**config.mk**
```make
export PLATFORM = sky130hd
export DESIGN_NAME = pwm_capture_duty_meter
export DESIGN_NICKNAME = d
export VERILOG_FILES = /design/src/pcdm_pkg.sv /design/src/pcdm_queue.sv /design/src/pcdm_front.sv /design/src/pcdm_back.sv /design/src/pwm_capture_duty_meter.sv
export VERILOG_INCLUDE_DIRS = /design/src /design/src/src
export SDC_FILE = /design/constraint.sdc
export NUM_CORES = 2
export LEC_CHECK = 0
export ABC_AREA = 1
export BUFFER_PORTS_ARGS = -buffer_cell sky130_fd_sc_hd__buf_2
export CORE_MARGIN = 2
export CORE_UTILIZATION = 34
export CTS_CLUSTER_DIAMETER = 40
export CTS_CLUSTER_SIZE = 14
export DETAILED_ROUTE_END_ITERATION = 16
export PLACE_DENSITY = 0.55
export SYNTH_ARGS = -nofsm -noshare
export SYNTH_HDL_FRONTEND = slang
export SYNTH_SLANG_ARGS = --single-unit
```
**constraint.sdc**
```tcl
create_clock -name clk_i -period 5.6 [get_ports clk_i]
set_clock_uncertainty 0.2 [all_clocks]
set_input_delay 1.4 -clock clk_i [delete_from_list [all_inputs] [get_ports clk_i]]
set_output_delay 1.4 -clock clk_i [all_outputs]
set_load 0.01 [all_outputs]
```
**src/pwm_capture_duty_meter_macros.svh**
```systemverilog
// assertion macros for the pwm capture duty meter
// used by the modules that carry concurrent checks; expects clk_i and rst_ni in scope
`ifndef PWM_CAPTURE_DUTY_METER_MACROS_SVH
`define PWM_CAPTURE_DUTY_METER_MACROS_SVH

`ifndef SYNTHESIS
`define PCDM_ASSERT(name, prop, msg) \
  name: assert property (@(posedge clk_i) disable iff (!rst_ni) (prop)) else $error(msg);
`define PCDM_ASSERT_IMP(name, ante, cons, msg) \
  name: assert property (@(posedge clk_i) disable iff (!rst_ni) (ante) |-> (cons)) \
    else $error(msg);
`define PCDM_ASSERT_NEXT(name, ante, cons, msg) \
  name: assert property (@(posedge clk_i) disable iff (!rst_ni) (ante) |=> (cons)) \
    else $error(msg);
`else
`define PCDM_ASSERT(name, prop, msg)
`define PCDM_ASSERT_IMP(name, ante, cons, msg)
`define PCDM_ASSERT_NEXT(name, ante, cons, msg)
`endif

`endif

```
**src/pcdm_pkg.sv**
```systemverilog
// shared types and constants of the pwm capture duty meter
// no dependencies
package pcdm_pkg;

  localparam int unsigned OUT_W       = 32;
  localparam int unsigned TPT_W       = 16;
  localparam int unsigned DUTY_W      = 7;
  localparam int unsigned QUEUE_DEPTH = 2;
  localparam int unsigned PROD_W      = OUT_W + TPT_W;
  localparam int unsigned DIV_STEPS   = DUTY_W;

  localparam logic [TPT_W-1:0]  TPT_RESET    = 16'd64;
  localparam logic [OUT_W-1:0]  SAT_MAX      = 32'hFFFF_FFFF;
  localparam logic [DUTY_W-1:0] PERCENT_FULL = 7'd100;

  typedef enum logic [0:0] {
    REG_TIME_PER_TICK = 1'b0
  } reg_idx_e;

  typedef enum logic [1:0] {
    PH_WAIT_START = 2'd0,
    PH_WAIT_FALL  = 2'd1,
    PH_WAIT_CLOSE = 2'd2
  } phase_e;

  typedef enum logic [2:0] {
    ST_IDLE    = 3'd0,
    ST_MUL_ON  = 3'd1,
    ST_MUL_PER = 3'd2,
    ST_DIV     = 3'd3,
    ST_FIN     = 3'd4
  } back_state_e;

  typedef struct packed {
    logic empty;
    logic full;
  } queue_stat_t;

endpackage

```
**src/pcdm_queue.sv**
```systemverilog
// two-entry queue of captured periods between front and back
// depends on pcdm_pkg
`include "pwm_capture_duty_meter_macros.svh"

module pcdm_queue
  import pcdm_pkg::*;
#(
  parameter int unsigned DATA_W = 64
) (
  input  logic              clk_i,
  input  logic              rst_ni,
  input  logic              push_i,
  input  logic [DATA_W-1:0] push_data_i,
  input  logic              pop_i,
  output logic [DATA_W-1:0] pop_data_o,
  output queue_stat_t       stat_o
);

  localparam int unsigned PTR_W = $clog2(QUEUE_DEPTH);
  localparam int unsigned CNT_W = $clog2(QUEUE_DEPTH + 1);

  logic [DATA_W-1:0] mem_q [QUEUE_DEPTH];
  logic [PTR_W-1:0]  wr_ptr_q, wr_ptr_d;
  logic [PTR_W-1:0]  rd_ptr_q, rd_ptr_d;
  logic [CNT_W-1:0]  count_q, count_d;

  always_comb begin
    wr_ptr_d = wr_ptr_q;
    rd_ptr_d = rd_ptr_q;
    count_d  = count_q;
    if (push_i) begin
      wr_ptr_d = (wr_ptr_q == PTR_W'(QUEUE_DEPTH - 1)) ? '0 : wr_ptr_q + 1'b1;
    end
    if (pop_i) begin
      rd_ptr_d = (rd_ptr_q == PTR_W'(QUEUE_DEPTH - 1)) ? '0 : rd_ptr_q + 1'b1;
    end
    if (push_i && !pop_i) begin
      count_d = count_q + 1'b1;
    end else if (pop_i && !push_i) begin
      count_d = count_q - 1'b1;
    end
  end

  always_ff @(posedge clk_i or negedge rst_ni) begin
    if (!rst_ni) begin
      wr_ptr_q <= '0;
      rd_ptr_q <= '0;
      count_q  <= '0;
    end else begin
      wr_ptr_q <= wr_ptr_d;
      rd_ptr_q <= rd_ptr_d;
      count_q  <= count_d;
    end
  end

  always_ff @(posedge clk_i) begin
    if (push_i) begin
      mem_q[wr_ptr_q] <= push_data_i;
    end
  end

  assign pop_data_o   = mem_q[rd_ptr_q];
  assign stat_o.empty = (count_q == '0);
  assign stat_o.full  = (count_q == CNT_W'(QUEUE_DEPTH));

  `PCDM_ASSERT_IMP(a_no_push_full, push_i && !pop_i, !stat_o.full, "push into full queue")
  `PCDM_ASSERT_IMP(a_no_pop_empty, pop_i, !stat_o.empty, "pop from empty queue")
  `PCDM_ASSERT(a_count_bound, count_q <= CNT_W'(QUEUE_DEPTH), "queue count out of range")

endmodule

```
**src/pcdm_front.sv**
```systemverilog
// front part: tick counter and edge classification, pushes finished periods
// depends on pcdm_pkg
module pcdm_front
  import pcdm_pkg::*;
#(
  parameter int unsigned TICK_WIDTH = 32
) (
  input  logic                    clk_i,
  input  logic                    rst_ni,
  input  logic                    in_valid_i,
  output logic                    in_ready_o,
  input  logic                    mode_i,
  input  logic                    edge_rising_i,
  input  queue_stat_t             queue_stat_i,
  output logic                    push_o,
  output logic [2*TICK_WIDTH-1:0] push_data_o
);

  phase_e                phase_q, phase_d;
  logic [TICK_WIDTH-1:0] tick_q, tick_d;
  logic [TICK_WIDTH-1:0] start_q, start_d;
  logic [TICK_WIDTH-1:0] high_q, high_d;
  logic [TICK_WIDTH-1:0] span;
  logic                  accept;

  assign in_ready_o = !queue_stat_i.full;
  assign accept     = in_valid_i && in_ready_o;
  assign span       = tick_q - start_q;

  always_comb begin
    phase_d = phase_q;
    tick_d  = tick_q;
    start_d = start_q;
    high_d  = high_q;
    push_o  = 1'b0;
    if (accept) begin
      if (!mode_i) begin
        tick_d = tick_q + 1'b1;
      end else begin
        case (phase_q)
          PH_WAIT_FALL: begin
            if (!edge_rising_i) begin
              high_d  = span;
              phase_d = PH_WAIT_CLOSE;
            end
          end
          PH_WAIT_CLOSE: begin
            if (edge_rising_i) begin
              push_o  = 1'b1;
              start_d = tick_q;
              phase_d = PH_WAIT_FALL;
            end
          end
          default: begin
            if (edge_rising_i) begin
              start_d = tick_q;
              phase_d = PH_WAIT_FALL;
            end
          end
        endcase
      end
    end
  end

  // period span in the upper half, high span in the lower half
  assign push_data_o = {span, high_q};

  always_ff @(posedge clk_i or negedge rst_ni) begin
    if (!rst_ni) begin
      phase_q <= PH_WAIT_START;
      tick_q  <= '0;
      start_q <= '0;
      high_q  <= '0;
    end else begin
      phase_q <= phase_d;
      tick_q  <= tick_d;
      start_q <= start_d;
      high_q  <= high_d;
    end
  end

endmodule

```
**src/pcdm_back.sv**
```systemverilog
// back part: scaling with saturation, duty division and the output register
// depends on pcdm_pkg
`include "pwm_capture_duty_meter_macros.svh"

module pcdm_back
  import pcdm_pkg::*;
#(
  parameter int unsigned TICK_WIDTH = 32
) (
  input  logic                    clk_i,
  input  logic                    rst_ni,
  input  logic [TPT_W-1:0]        time_per_tick_i,
  input  queue_stat_t             queue_stat_i,
  input  logic [2*TICK_WIDTH-1:0] pop_data_i,
  output logic                    pop_o,
  output logic                    out_valid_o,
  input  logic                    out_ready_i,
  output logic [OUT_W-1:0]        on_time_o,
  output logic [OUT_W-1:0]        period_time_o,
  output logic [DUTY_W-1:0]       duty_percent_o
);

  localparam int unsigned XW    = (TICK_WIDTH > OUT_W) ? TICK_WIDTH : OUT_W;
  localparam int unsigned NW    = TICK_WIDTH + DUTY_W;
  localparam int unsigned BIT_W = $clog2(DIV_STEPS);

  function automatic logic [OUT_W-1:0] sat_scale(input logic [PROD_W-1:0] prod,
                                                 input logic hi_nz,
                                                 input logic [TPT_W-1:0] tpt);
    logic [OUT_W-1:0] res;
    if (tpt == '0) begin
      res = '0;
    end else if (hi_nz || (prod[PROD_W-1:OUT_W] != '0)) begin
      res = SAT_MAX;
    end else begin
      res = prod[OUT_W-1:0];
    end
    return res;
  endfunction

  back_state_e           state_q, state_d;
  logic [TICK_WIDTH-1:0] h_q, p_q;
  logic [PROD_W-1:0]     prod_q;
  logic                  hi_q;
  logic [OUT_W-1:0]      on_q;
  logic [NW-1:0]         num_q;
  logic [DUTY_W-1:0]     quo_q;
  logic [BIT_W-1:0]      bit_q;
  logic                  full_q, zero_q;
  logic                  out_valid_q, out_valid_d;
  logic [OUT_W-1:0]      out_on_q, out_per_q;
  logic [DUTY_W-1:0]     out_duty_q;

  logic [XW-1:0]         h_ext, p_ext;
  logic [NW-1:0]         h_wide, dvs;
  logic                  fin_load;
  logic [DUTY_W-1:0]     duty_val;

  assign h_ext  = XW'(h_q);
  assign p_ext  = XW'(p_q);
  assign h_wide = NW'(h_q);
  assign dvs    = NW'(p_q) << bit_q;

  always_comb begin
    state_d  = state_q;
    pop_o    = 1'b0;
    fin_load = 1'b0;
    case (state_q)
      ST_IDLE: begin
        if (!queue_stat_i.empty) begin
          pop_o   = 1'b1;
          state_d = ST_MUL_ON;
        end
      end
      ST_MUL_ON:  state_d = ST_MUL_PER;
      ST_MUL_PER: state_d = ST_DIV;
      ST_DIV: begin
        if (bit_q == '0) begin
          state_d = ST_FIN;
        end
      end
      ST_FIN: begin
        if (!out_valid_q || out_ready_i) begin
          fin_load = 1'b1;
          state_d  = ST_IDLE;
        end
      end
      default: state_d = ST_IDLE;
    endcase
  end

  always_ff @(posedge clk_i or negedge rst_ni) begin
    if (!rst_ni) begin
      state_q     <= ST_IDLE;
      out_valid_q <= 1'b0;
    end else begin
      state_q     <= state_d;
      out_valid_q <= out_valid_d;
    end
  end

  assign out_valid_d = fin_load ? 1'b1 : (out_ready_i ? 1'b0 : out_valid_q);

  assign duty_val = zero_q ? '0 : (full_q ? PERCENT_FULL : quo_q);

  always_ff @(posedge clk_i) begin
    case (state_q)
      ST_IDLE: begin
        h_q <= pop_data_i[TICK_WIDTH-1:0];
        p_q <= pop_data_i[2*TICK_WIDTH-1:TICK_WIDTH];
      end
      ST_MUL_ON: begin
        prod_q <= PROD_W'(h_ext[OUT_W-1:0]) * PROD_W'(time_per_tick_i);
        hi_q   <= ((h_ext >> OUT_W) != '0);
        num_q  <= (h_wide << 6) + (h_wide << 5) + (h_wide << 2);
        full_q <= (h_q >= p_q);
        zero_q <= (p_q == '0);
      end
      ST_MUL_PER: begin
        on_q   <= sat_scale(prod_q, hi_q, time_per_tick_i);
        prod_q <= PROD_W'(p_ext[OUT_W-1:0]) * PROD_W'(time_per_tick_i);
        hi_q   <= ((p_ext >> OUT_W) != '0);
        bit_q  <= BIT_W'(DIV_STEPS - 1);
        quo_q  <= '0;
      end
      ST_DIV: begin
        if (num_q >= dvs) begin
          num_q        <= num_q - dvs;
          quo_q[bit_q] <= 1'b1;
        end
        bit_q <= bit_q - 1'b1;
      end
      default: begin
      end
    endcase
    if (fin_load) begin
      out_on_q   <= on_q;
      out_per_q  <= sat_scale(prod_q, hi_q, time_per_tick_i);
      out_duty_q <= duty_val;
    end
  end

  assign out_valid_o    = out_valid_q;
  assign on_time_o      = out_on_q;
  assign period_time_o  = out_per_q;
  assign duty_percent_o = out_duty_q;

  `PCDM_ASSERT_IMP(a_duty_range, out_valid_q, out_duty_q <= PERCENT_FULL, "duty above 100")
  `PCDM_ASSERT_NEXT(a_fin_shows, fin_load, out_valid_q, "loaded result not shown")
  `PCDM_ASSERT_NEXT(a_zero_period, fin_load && zero_q, out_duty_q == '0,
                    "zero period gave nonzero duty")

endmodule

```
**src/pwm_capture_duty_meter.sv**
```systemverilog
// PWM capture duty meter. The input stream carries timer ticks (mode 0) and pin edges
// (mode 1, tuser bit 0 set for rising). Ticks and edges are taken one per clock while the
// two-entry period queue has room; a period-closing rising edge pushes one entry. Each
// entry then passes through the back part (pop, two 32x16 multiplications, seven restoring
// division steps, output load), which pops no new entry until it has loaded the last
// result, so the input stalls only when periods close faster than the back part drains. No
// clearing pass after reset. time_per_tick sits at byte address 0 of the APB port.
// depends on pcdm_pkg, pcdm_front, pcdm_queue, pcdm_back
module pwm_capture_duty_meter
  import pcdm_pkg::*;
#(
  parameter int unsigned TICK_WIDTH = 32
) (
  input  logic        clk_i,
  input  logic        rst_ni,
  input  logic        s_axis_tvalid_i,
  output logic        s_axis_tready_o,
  input  logic [7:0]  s_axis_tdata_i,   // [0] mode, [7:1] zero
  input  logic [0:0]  s_axis_tuser_i,   // [0] edge_rising
  output logic        m_axis_tvalid_o,
  input  logic        m_axis_tready_i,
  output logic [71:0] m_axis_tdata_o,   // [31:0] on_time, [63:32] period_time,
                                        // [70:64] duty_percent, [71] zero
  input  logic        psel,
  input  logic        penable,
  input  logic        pwrite,
  input  logic [2:0]  paddr,
  input  logic [31:0] pwdata,
  output logic [31:0] prdata,
  output logic        pready
);

  logic [TPT_W-1:0]        tpt_q, tpt_d;
  logic                    reg_hit;
  queue_stat_t             qstat;
  logic                    push, pop;
  logic [2*TICK_WIDTH-1:0] push_data, pop_data;
  logic [OUT_W-1:0]        on_time, period_time;
  logic [DUTY_W-1:0]       duty_percent;

  assign pready  = 1'b1;
  assign reg_hit = (paddr[2] == REG_TIME_PER_TICK) && (paddr[1:0] == 2'b00);
  assign tpt_d   = (psel && penable && pwrite && reg_hit) ? pwdata[TPT_W-1:0] : tpt_q;
  assign prdata  = reg_hit ? {{(32-TPT_W){1'b0}}, tpt_q} : '0;

  always_ff @(posedge clk_i or negedge rst_ni) begin
    if (!rst_ni) begin
      tpt_q <= TPT_RESET;
    end else begin
      tpt_q <= tpt_d;
    end
  end

  pcdm_front #(
    .TICK_WIDTH(TICK_WIDTH)
  ) u_front (
    .clk_i        (clk_i),
    .rst_ni       (rst_ni),
    .in_valid_i   (s_axis_tvalid_i),
    .in_ready_o   (s_axis_tready_o),
    .mode_i       (s_axis_tdata_i[0]),
    .edge_rising_i(s_axis_tuser_i[0]),
    .queue_stat_i (qstat),
    .push_o       (push),
    .push_data_o  (push_data)
  );

  pcdm_queue #(
    .DATA_W(2*TICK_WIDTH)
  ) u_queue (
    .clk_i      (clk_i),
    .rst_ni     (rst_ni),
    .push_i     (push),
    .push_data_i(push_data),
    .pop_i      (pop),
    .pop_data_o (pop_data),
    .stat_o     (qstat)
  );

  pcdm_back #(
    .TICK_WIDTH(TICK_WIDTH)
  ) u_back (
    .clk_i          (clk_i),
    .rst_ni         (rst_ni),
    .time_per_tick_i(tpt_q),
    .queue_stat_i   (qstat),
    .pop_data_i     (pop_data),
    .pop_o          (pop),
    .out_valid_o    (m_axis_tvalid_o),
    .out_ready_i    (m_axis_tready_i),
    .on_time_o      (on_time),
    .period_time_o  (period_time),
    .duty_percent_o (duty_percent)
  );

  assign m_axis_tdata_o = {1'b0, duty_percent, period_time, on_time};

endmodule
```
Yosys cells after proc, flatten, opt, wreduce, memory -nomap -nowiden:

Memories as Yosys holds them, arrays and structs flattened. A register that Yosys moved wholly into a read port is not among the register bits.
Index checks and enable logic that the tools add are counted.

* register bits after elaboration: 324
* memory bits (writable): 128
* input bits: 51
* output and inout port bits: 107
* logic and storage cells: 125
* memories: 1

Memory list
* u_queue.mem_q: words 2, bits a word 64, rd ports 1, clocked after memory_dff 1, wr ports 1, line pcdm_queue.sv:22 `logic [DATA_W-1:0] mem_q [QUEUE_DEPTH];`

* add/sub/neg operators: 10
* multipliers: 2
* $lt $le $gt $ge: 4
* eq/ne operators: 12
* shift-type cells: 1
* muxes and demuxes: 35
* bitwise operators: 5
* reductions and logical operators: 34

Operators with widths (count)
* multiplier 32 x 16 -> 48 bit: 2
* one-hot mux 48 bit (2 select lines): 1
* one-hot mux 39 bit (2 select lines): 1
* 2-to-1 mux 32 bit: 2
* adder 38 x 37 -> 39 bit: 1
* adder 39 x 34 -> 39 bit: 1
* greater-or-equal comparator 39 bit: 1
* 2-to-1 mux 39 bit: 1
* << shifter 32 x 3 -> 39 bit: 1
* subtractor 39 bit: 1
* adder 32 x 1 -> 32 bit (second input constant): 1
* greater-or-equal comparator 32 bit: 1
* logical NOT 32 bit: 1
* subtractor 32 bit: 1
* logical NOT 16 bit: 1
* 2-to-1 mux 16 bit: 1
* nonzero test 16 bit: 1
* 2-to-1 mux 1 bit: 15
* one-hot mux 3 bit (5 select lines): 1
* 2-to-1 mux 7 bit: 2
* one-hot mux 7 bit (2 select lines): 1
* AND reduction 4 bit: 3
* nonzero test 2 bit: 6
* 2-to-1 mux 2 bit: 5
* other kinds (26): 51

Longest topological paths before layout:

* depth after elaboration: 8
* mapped depth: 28
* mapped depth without buffers: 26

By module:

Synthesis repeated with hierarchy kept, for this count alone.

* cells, all modules: 8473
* area, all modules: 65758.1 µm²

By module, submodules not included
* pcdm_back: times used 1, cells an instance 7106, area an instance 52933.3 µm²
* pcdm_front: times used 1, cells an instance 1013, area an instance 6735.2 µm²
* pcdm_queue: times used 1, cells an instance 224, area an instance 5031.1 µm²
* pwm_capture_duty_meter: times used 1, cells an instance 130, area an instance 1058.5 µm²

Worst setup path after synthesis:

No wires, ideal clock.

* kind: register to register
* start: register tpt_q[6]
* end: register u_back.prod_q[28] (data pin)
* setup time: 0.255 ns
* arrival: 5.468 ns
* data required time: 5.145 ns
* path slack: -0.323 ns
* cell stages (with the launch flop): 25
* buffers on the path: 2
* cell sequence: dfstp_2 -> clkbuf_1 -> buf_1 -> nand2_1 -> inv_1 -> fa_1 -> inv_1 -> fa_1 -> fa_1 -> inv_1 -> fa_1 -> fa_1 -> inv_1 -> fa_1 -> inv_1 -> ha_1 -> nand2_1 -> inv_1 -> a21oi_1 -> inv_1 -> a21oi_1 -> nand3_1 -> or2_2 -> nand3_1 -> nand2_1

* longest elaborated chain between the ends: 2

RTL lines
* start, declared: line pwm_capture_duty_meter.sv:33 `logic [TPT_W-1:0] tpt_q, tpt_d;`
* start signal, assigned: line pwm_capture_duty_meter.sv:50 `tpt_q <= tpt_d;`
* multiplier 32 x 16 -> 48 bit (on tied branches): line pcdm_back.sv:121, pcdm_back.sv:113
* one-hot mux 48 bit (2 select lines) (*): line pcdm_back.sv:107 `case (state_q)`
* end signal, assigned: line pcdm_back.sv:113 `prod_q <= PROD_W'(h_ext[OUT_W-1:0]) * PROD_W'(time_per_tick_i);`
* end signal, assigned: line pcdm_back.sv:121 `prod_q <= PROD_W'(p_ext[OUT_W-1:0]) * PROD_W'(time_per_tick_i);`
* end, declared: line pcdm_back.sv:43 `logic [PROD_W-1:0] prod_q;`

Mark *: on every way between the ends. The rest lies on a longest branch, timed or not.
A chain may end at the register's enable or synchronous reset.

Worst setup path after layout:

* start: register tpt_q[4]
* end: register u_back.prod_q[28] (data pin)

Same word-level chain as after synthesis.

==> results by group <==
Run status
  • Status: finished with violations
  • Failing checks: DRC, setup timing

Global route
  • Initial antenna violation count: 2
  • First-pass GRT wire length: ~310 mm
  • Total Routing Usage GR: between 20% and 30%
  • Gr ovfl total: 0
  • Vias in the first global route: between 50000 and 60000
  • Largest net degree at the start of global routing: 66

Place
  • Post-DP HPWL: ~160 mm
  • Input/output buffers: about 120
  • DP Cell Count: between 10000 and 15000
  • Placed cell area: between 70000 and 80000 sq um
  • RePlAce Congestion: roughly 0.92

Floorplan
  • Starting Density: between 30% and 40%
  • Die H: between 400 and 500 um
  • Row Count: roughly 160
  • Core area: between 150000 and 200000 sq um
  • IO Pins: 158
  • Die width: 439 um
  • Die ar.: between 150000 and 200000 sq um

Clocking
  • Root Buffer: clkbuf_16
  • Clock Latency Late Sink: ~0.73 ns
  • CTS tree: done
  • H-tree levels: 3
  • Clk sinks: roughly 520
  • Worst-path clk slew: 0.06 ns
  • TritonCTS Buffers: 85
  • Clock tree buffer depth: 3

Routing
  • Drt via density: roughly 4.7
  • DR DRC count: 18
  • Routed WL per cell: between 15 and 20 um
  • Routed Antenna Nets: 0
  • Routed WL: 200 mm
  • Via count: ~54000
  • Met3 routed WL: ~10 mm
  • Top Layer Used: met5
  • Post-Route M1 WL: 88.3 mm
  • Metal2 WL: between 90 and 100 mm
  • Violation count after the first detailed-route iteration: 3715
  • TritonRoute pass-1 iters: 12

Cells and area
  • Final nets: ~10000
  • Final Instance Area: between 70000 and 80000 sq um
  • Layout cells sized above 1: between 10% and 20%
  • Post-Layout Cell Count: roughly 12000
  • Synth-to-Final Area Change: 22.7%
  • Core Util, Final: a little over two fifths
  • Fillers: about 19000

Synth
  • Post-Synthesis Cell Area: 64300 sq um
  • Distinct cell type count after synthesis: 50
  • Synth Instances: approximately 8400
  • Commonest cells in the netlist: 2787 x nand2_1, 2070 x inv_1, 867 x fa_1
  • Ys flop type: edfxtp_1
  • Post-synth top area share: 27.0%
  • Top cells by area, synth: fa_1 27%, edfxtp_1 18%, nand2_1 16%
  • Fraction of registers with async set/reset: a little under a quarter
  • Synth area leader: fa_1
  • Yosys warns: 0
  • EDFF count, synth: about 400
  • Register area share after synthesis: approximately 23%
  • Mean Syn Cell Area: ~7.6 sq um
  • Most frequent cell after synthesis: nand2_1
  • #FFs+latches synth: 516

Timing
  • Min Tclk post-route: about 6.1 ns
  • # setup viols final: 39
  • Worst setup margin: -0.531 ns
  • Slew headroom: between 10% and 20%
  • Max Fclk: 163 MHz
  • Final Hold Fails: 0
  • Tcrit/Tclk final: 109%
  • Slew Limit Fails: 0
  • RSZ-0062 raised after global routing: true
  • Worst Tran Pin Value: around 1.3 ns

Setup path
  • Worst Path Max Fanout: 6
  • WP data required: approximately 5.8 ns
  • Crit path buffers/inverters: 9
  • Crit path largest cell delay: around 0.56 ns
  • Worst setup SP type: flop
  • Worst Setup End Kind: flop
  • Critical path class: flop to flop
  • Critical path's top delay family: adder cells
  • Most frequent CP cell: fa_1
  • WP data arrival: 6.38 ns
  • Slowest-stage cell, CP: dfrtp_4

Run
  • Max-Cap Viols: 0

Worst hold path
  • Min-Delay Path Class: flop to flop
==> metrics by stage <==
step / TNS (ns) / hold slack [ns] / setup slack (ns)
final: -14.79 / 0.207 / -0.531
after CTS: -15.69 / 0.208 / -0.515
after floorplan: -0.0342 / 0.200 / -0.00929
after detailed placement: -21.47 / 0.205 / -0.713
after global placement: -20.17 / 0.201 / -0.665
after global routing: -23.41 / 0.215 / -0.739
==> timing repair <==
item                                   CTS  global route
gates cloned                            10             2
setup endpoints to repair               39            41
hold buffers                             0             0
endpoints found under the hold margin    0             0
pin swaps                               82           127
setup buffers                           38            21
gates resized for setup                413           235
==> worst paths after layout <==
kind	startpoint	end	slack, ns	cells past startpoint
max in group asynchronous	rst_ni	u_back.out_valid_o	3.73	2
hold / removal	u_back.on_q[27]	u_back.on_time_o[27]	0.21	0
min in group asynchronous	rst_ni	u_front.tick_q[0]	0.49	1
setup / recovery	tpt_q[4]	u_back.prod_q[28]	-0.53	25
setup reg to reg	tpt_q[4]	u_back.prod_q[28]	-0.53	25
hold reg to reg	u_back.on_q[27]	u_back.on_time_o[27]	0.21	0
==> per-layer routing <==
layer / vias to the layer above / GRT usage (%)
met4: 2 / 8.50
met2: 1356 / 34.5
met3: 264 / 2.58
li1: 26061 / -
met5: - / 0
met1: 26234 / 28.0
==> logic make-up (layout without fill, tap and decap cells) <==
group / count (synthesis) / in the layout / synth area share [%]
AOI/OAI and AO/OA: 569 / 569 / 4.63
buffers and inverters: 2410 / 3015 / 14.2
adders and majority gates: 1249 / 1249 / 34.4
muxes: 4 / 4 / 0.0642
and+or+nand+nor: 3609 / 3609 / 22.4
DFF: 516 / 516 / 23.2
xor gates and xnor gates: 79 / 79 / 1.08
other: 2 / 19 / 0.0117
==> final cells by class <==
type	count	area (sq um)	area share (%)
clock inverters	65	897	1.14
multi-input cells	5528	42800	54.2
inverters	2073	7780	9.86
repair buffers	783	7250	9.18
clock buffers	94	2170	2.75
well taps	2495	3120	3.96
diodes	1	2.50	0.00317
flip-flops and latches	516	14900	18.9
==> flip-flops by register name, summed over array words and instances, names as in the netlist <==
signal                 flops
tpt_q                     16
u_back.bit_q               3
u_back.duty_percent_o      7
u_back.full_q              1
u_back.h_ext              32
u_back.num_q              39
u_back.on_q               32
u_back.on_time_o          32
u_back.out_valid_o         1
u_back.p_ext              32
u_back.period_time_o      32
u_back.prod_q             48
u_back.quo_q               7
u_back.state_q             3
u_back.zero_q              1
u_front.high_q            32
u_front.phase_q            2
u_front.start_q           32
u_front.tick_q            32
u_queue.count_q            2
u_queue.mem_q            128
u_queue.rd_ptr_q           1
u_queue.wr_ptr_q           1
==> placed cells by master (no fill, tap or decap), drive strengths merged, types with 2 or more instances in the layout <==
cell	netlist	layout
o211ai	2	2
ha	382	382
and2	21	21
clkinv	1	29
edfxtp	394	394
fa	867	867
a21o	9	9
a21boi	4	4
xor2	65	65
bufinv	0	9
mux2i	3	3
nand3b	34	34
nor3	49	49
o21ai	297	297
or2	15	15
clkbuf	236	96
nand2	2790	2790
inv	2072	2092
nor4	21	21
nand3	260	260
buf	101	780
o21bai	23	23
a21oi	218	218
dfrtp	121	121
conb	2	18
clkinvlp	0	8
o21a	5	5
o22ai	7	7
xnor2	14	14
nor2	375	375
nand4	42	42
Power is not shown: default switching activity piles up to over one toggle a cycle in this logic, so the estimate is an artifact.
